==> config.mk <==
export PLATFORM = sky130hd
export DESIGN_NAME = cfls_div
export DESIGN_NICKNAME = d
export VERILOG_FILES = /design/src/hdl/cfls_pkg.sv /design/src/hdl/cfls_div.sv
export SDC_FILE = /design/constraint.sdc
export NUM_CORES = 2
export LEC_CHECK = 0
export ABC_AREA = 1
export BUFFER_PORTS_ARGS = -buffer_cell sky130_fd_sc_hd__buf_4
export CAP_MARGIN = 10
export CORE_MARGIN = 2
export CORE_UTILIZATION = 25
export CTS_BUF_LIST = sky130_fd_sc_hd__clkbuf_2
export DETAILED_ROUTE_END_ITERATION = 10
export HOLD_SLACK_MARGIN = 0.03
export PLACE_DENSITY_LB_ADDON = 0.1
export SLEW_MARGIN = 20
export SYNTH_ARGS = -nofsm -noshare
export SYNTH_HDL_FRONTEND = slang
export SYNTH_SLANG_ARGS = --single-unit
==> constraint.sdc <==
create_clock -name i_clk -period 2.1 [get_ports i_clk]
set_input_delay 0.21 -clock i_clk [delete_from_list [all_inputs] [get_ports i_clk]]
set_output_delay 0.21 -clock i_clk [all_outputs]
set_load 0.03 [all_outputs]
==> src/hdl/cfls_pkg.sv <==
// shared types and constants for the cell inside-fraction pipeline
// no dependencies
package cfls_pkg;
    localparam int unsigned CORNERS = 4;
    typedef logic [1:0] t_corner_idx;
endpackage

==> src/hdl/cfls_div.sv <==
// pipelined restoring divider, one quotient bit per stage
// uses cfls_pkg
module cfls_div #(
    parameter int unsigned NW = 24,
    parameter int unsigned QW = 17
) (
    input  logic          i_clk,
    input  logic          i_en,
    input  logic [NW-1:0] i_num,
    input  logic [NW:0]   i_den,
    output logic [QW-1:0] o_quo
);
    import cfls_pkg::*;
    // quotient = (num << (QW-1)) / den, num <= den so quotient fits QW bits
    logic [NW:0]   r_rem [QW-1];
    logic [NW:0]   r_den [QW-1];
    logic [QW-1:0] r_q   [QW];
    logic [NW+1:0] w_t    [QW];
    logic [NW+1:0] w_d    [QW];
    logic [NW+1:0] w_diff [QW];
    logic          w_ge   [QW];

    always_comb begin
        // first stage compares the unshifted numerator
        w_t[0] = {2'b00, i_num};
        w_d[0] = {1'b0, i_den};
        for (int s = 1; s < QW; s++) begin
            w_t[s] = {r_rem[s-1], 1'b0};
            w_d[s] = {1'b0, r_den[s-1]};
        end
        for (int s = 0; s < QW; s++) begin
            w_ge[s]   = w_t[s] >= w_d[s];
            w_diff[s] = w_t[s] - w_d[s];
        end
    end

    always_ff @(posedge i_clk) begin
        if (i_en) begin
            r_q[0] <= {{(QW-1){1'b0}}, w_ge[0]};
            for (int s = 1; s < QW; s++) r_q[s] <= {r_q[s-1][QW-2:0], w_ge[s]};
            for (int s = 0; s < QW-1; s++) begin
                r_rem[s] <= w_ge[s] ? w_diff[s][NW:0] : w_t[s][NW:0];
            end
            r_den[0] <= i_den;
            for (int s = 1; s < QW-1; s++) r_den[s] <= r_den[s-1];
        end
    end
    assign o_quo = r_q[QW-1];
endmodule

==> Flow_metrics.wiki <==
{| class="wikitable"
! Metric !! Value
|-
| Number of clock buffers inserted by TritonCTS || 294
|-
| Highest achievable clock rate || 397.5 MHz
|-
| Post-Route Hold Slack || ~210 ps
|-
| Drt wl/cell || 17.23 µm
|-
| Static leakage || 55.07 nW
|-
| Core region area || 272,900 µm²
|-
| Detailed-routing iteration count for the pre-antenna-repair pass || 6
|-
| Cell chain of the critical path || ha_4 -> buf_6 -> nand2_2 -> nand2_2 -> nand2_2 -> nand2_2 -> nand2_2 -> nand2_2 -> a21oi_4 -> nand3_4 -> buf_12 -> buf_16 -> buf_12 -> nand2_4 -> nand2_2
|-
| Arrival time reported for the critical path endpoint || 3830 ps
|-
| Clock sinks || about 950
|-
| Violated checks || negative setup slack
|-
| Final design area excluding fillers || 107,900 µm²
|-
| Setup Crit Path Kind || flop to flop
|-
| Portion of the clock cycle consumed by the worst path in the final layout || 1.198
|-
| Biggest fanout along the worst timing path || 7
|-
| Share of power burned in the clock network || 0.102
|-
| Commonest cells after routing, fill and taps aside || 2,753 x sky130_fd_sc_hd__nand2_1, 2,315 x sky130_fd_sc_hd__buf_4, 1,747 x sky130_fd_sc_hd__inv_1, 953 x sky130_fd_sc_hd__edfxtp_1, 649 x sky130_fd_sc_hd__nand2_2
|-
| Portion of synthesized cell area occupied by the leading cell type || 0.4185
|-
| Slowest Stage Delay on Critical Path || 540 ps
|-
| Final critical-path required period || 2516 ps
|-
| Grt ovf || 0
|-
| Post-CTS clock slew at the launch and capture registers of the worst setup and hold paths || 120 ps
|-
| Cell at the root of the clock tree || sky130_fd_sc_hd__clkbuf_2
|-
| Top Ports || 68
|-
| Residual DRC || 0
|-
| Share of the core filled with cells in the final layout || 0.3953
|-
| Worst hold path type || input port to flop
|-
| Routed length on met1 || 123.2 mm
|-
| Worst-case clock skew || 207.2 ps
|-
| Biggest area contributors in the synthesized netlist || sky130_fd_sc_hd__edfxtp_1 42%, sky130_fd_sc_hd__nand2_1 20%, sky130_fd_sc_hd__inv_1 11%
|-
| Width of the chip || 527.0 µm
|-
| Cell seen most often among critical-path stages || sky130_fd_sc_hd__nand2_2
|-
| Post-Synthesis Net Count || 9,703
|-
| Via Count || about 70k
|-
| Buffers on Ports || 67
|-
| Max-Slew Margin vs Limit || 0.5085
|-
| Wire length of the first global-routing pass || 406.2 mm
|-
| Finished Layout Cells || 15.93k
|-
| Iteration-0 DRC Markers || 3,631
|-
| Via count of the first global-routing pass || 67.72k
|-
| Max clock buf depth || 4
|-
| Max-capacitance violation count || 0
|-
| Async set-reset flop share out of synthesis || 0
|-
| Number of H-tree levels || 5
|-
| Overall Global Routing Usage || 0.1901
|-
| Number of antenna-violating nets in the routed design || 0
|-
| Initial standard-cell utilization of the core || 0.2506
|-
| Leading area contributor after synthesis || sky130_fd_sc_hd__edfxtp_1
|-
| Most instantiated flip-flop cell in the synthesis netlist || sky130_fd_sc_hd__edfxtp_1
|-
| Top routing layer in use || met5
|-
| Top delay family on crit path || simple AND/OR/NAND/NOR gates
|-
| CP startpoint || r_rem[1][18]
|-
| Post-synthesis cell count || 9,213
|-
| Die footprint || between 200,000 and 300,000 µm²
|-
| Final Slew Violations || 0
|-
| Slew @ Worst Pin || 737.3 ps
|-
| TritonCTS clock tree || done
|-
| Category of the worst setup path launch point || flop
|-
| Switching part of the total || 0.4471
|-
| Vertical die dimension || roughly 530 µm
|-
| Worst setup slack for register-to-register paths || -420 ps
|-
| Post-layout nets || 12.63k
|-
| Reg-to-reg critical path endpoint || r_rem[1][44]
|-
| Number of cell instances on the worst register-to-register path || 15
|-
| Antenna violations before repair || 3
|-
| WP buf/inv || 4
|-
| Internal power || 80.19 mW
|-
| Worst endpoint required time || approximately 3400 ps
|-
| Critical path capture point || r_rem[1][44]
|-
| Fraction of layout instances using a drive strength above 1 || 0.4058
|-
| Most common cell after layout, fill and taps aside || sky130_fd_sc_hd__nand2_1
|-
| Clock latency reported for the late side of the worst-skew pair || 1550 ps
|-
| Row Count || 192
|-
| Run status || finished with violations
|-
| Proportion of synthesized chip area in sequential cells || 0.4185
|-
| Sum of net half-perimeters after detailed placement || 212.8 mm
|-
| Worst-path cell with the longest stage delay || sky130_fd_sc_hd__edfxtp_1
|-
| RD Place Congestion || 0.8705
|-
| Placement-stage cell area || 87,810 µm²
|-
| Area overhead of the layout relative to synthesis || 57.73%
|-
| Setup Viol. Count Final || between 300 and 400
|-
| Reg2reg start || r_rem[1][18]
|-
| Peak supply drop || 453.2 µV
|-
| DRT Wirelength || 274.5 mm
|-
| Metal3 WL || 8.967 mm
|-
| Mean cell area of the mapped netlist || 7.423 µm²
|-
| Per-cell via count in the routed design || 4.288
|-
| Cell area after technology mapping || 68,390 µm²
|-
| Comb pwr share || 0.674
|-
| Synthesis-stage register bit count || approximately 950
|-
| Endpoint type of the worst setup path || flop
|-
| Pin count of the biggest net entering global routing || 74
|-
| Number of placed instances with taps included || 14.66k
|-
| Sequential fraction of design power || 0.224
|-
| Levels on crit path || 15
|-
| Total of warnings raised by yosys || 0
|-
| Routed met2 length || 135.2 mm
|-
| Number of flops mapped to enable cells by yosys || around 950
|-
| Number of distinct library cell variants in the gate-level netlist after synthesis || 38
|-
| Total power density per cell area || 1344 nW/µm²
|-
| Setup repair after global routing missed its margin || yes
|-
| Number of endpoints with negative hold slack in the final report || 0
|-
| Setup slack of the critical path after layout || -415.6 ps
|-
| Sw power || 64.83 mW
|}
-- power by group through the flow --
stage | combinational (mW) | clock (mW) | sequential (mW)
floorplan | 38.2 | 0 | 29.7
global route | 107 | 16.6 | 32.8
detailed placement | 71.5 | 0 | 32.3
global placement | 71.7 | 0 | 32.4
CTS | 85.1 | 15.8 | 32.3
finish | 97.8 | 14.8 | 32.5
-- cell type report --
| type | instances | area, µm² |
|---|---|---|
| inverters | 1982 | 7445 |
| fillers | 28380 | 165000 |
| clock inverters | 91 | 531.8 |
| clock buffers | 404 | 2022 |
| flip-flops and latches | 953 | 28620 |
| well taps | 3589 | 4491 |
| multi-input cells | 6133 | 40410 |
| diodes | 3 | 7.507 |
| repair buffers | 2778 | 24340 |
-- metrics by stage --
| step | worst slack [ps] | TNS, ps | power [mW] |
|---|---|---|---|
| after floorplan | 139.6 | 0 | 67.87 |
| final | -415.6 | -57020 | 145.0 |
| after global routing | -508.8 | -96400 | 156.6 |
| after detailed placement | -443.0 | -90690 | 103.8 |
| after global placement | -532.8 | -89700 | 104.1 |
| after CTS | -583.5 | -74340 | 133.2 |
-- worst min-delay path, delay by kind of cell --
kind | cells | cell delay, ps
buf+inv | 4 | 1300
-- layer usage --
metal	up-vias	GRT usage
li1	34980	-
met1	31760	0.2450
met2	1196	0.3367
met3	368	0.01919
met4	4	0.04917
met5	-	0
-- sequential cells by signal, summed over array words and instances, names as in the netlist --
register and count:
r_den 400, r_q 153, r_rem 400
-- cells by family (layout without fill, tap and decap cells) --
| group | after synthesis | after routing | synth area share |
|---|---|---|---|
| fa+ha+maj | 439 | 439 | 0.08208 |
| compound gates | 203 | 203 | 0.01831 |
| flops | 953 | 953 | 0.4185 |
| other cells | 0 | 3 | 0 |
| buf+inv | 2127 | 5255 | 0.1225 |
| xor+xnor | 191 | 191 | 0.02446 |
| simple gates | 5300 | 5300 | 0.3342 |
-- synthesized netlist by cell type (24+ instances only) --
master and number:
sky130_fd_sc_hd__inv_1 1954, sky130_fd_sc_hd__nand3_4 32, sky130_fd_sc_hd__clkbuf_1 26, sky130_fd_sc_hd__ha_1 423, sky130_fd_sc_hd__nor2_1 510, sky130_fd_sc_hd__and2_1 39, sky130_fd_sc_hd__or2_2 24, sky130_fd_sc_hd__nand3_1 342
sky130_fd_sc_hd__edfxtp_1 953, sky130_fd_sc_hd__nand4_1 513, sky130_fd_sc_hd__inv_2 27, sky130_fd_sc_hd__nand2_1 3704, sky130_fd_sc_hd__a21oi_1 162, sky130_fd_sc_hd__nand3b_1 24, sky130_fd_sc_hd__xor2_1 175, sky130_fd_sc_hd__buf_6 32
sky130_fd_sc_hd__buf_2 70
-- worst min-delay path by stage --
stage / startpoint / endpoint / slack (ps) / cells past startpoint
after floorplan: i_den[0] / r_den[0][0] / 310 / 0
after global placement: r_q[0][180] / r_q[0][198] / 400 / 0
after detailed placement: r_q[0][243] / r_q[0][261] / 410 / 0
after CTS: i_den[17] / r_den[0][17] / 30 / 4
after global routing: i_den[17] / r_den[0][17] / 30 / 4
final: i_den[17] / r_den[0][17] / 210 / 4
-- repair_timing --
action                                 in CTS  in global routing
pin swaps                                 412                717
hold buffers                              127                  9
gates cloned                               54                 18
setup endpoints to repair                 407                417
endpoints found under the hold margin    1004                  9
setup buffers                             373                277
resized for setup                        1078               1467
Note: power is estimated with default switching activity, not from simulation.
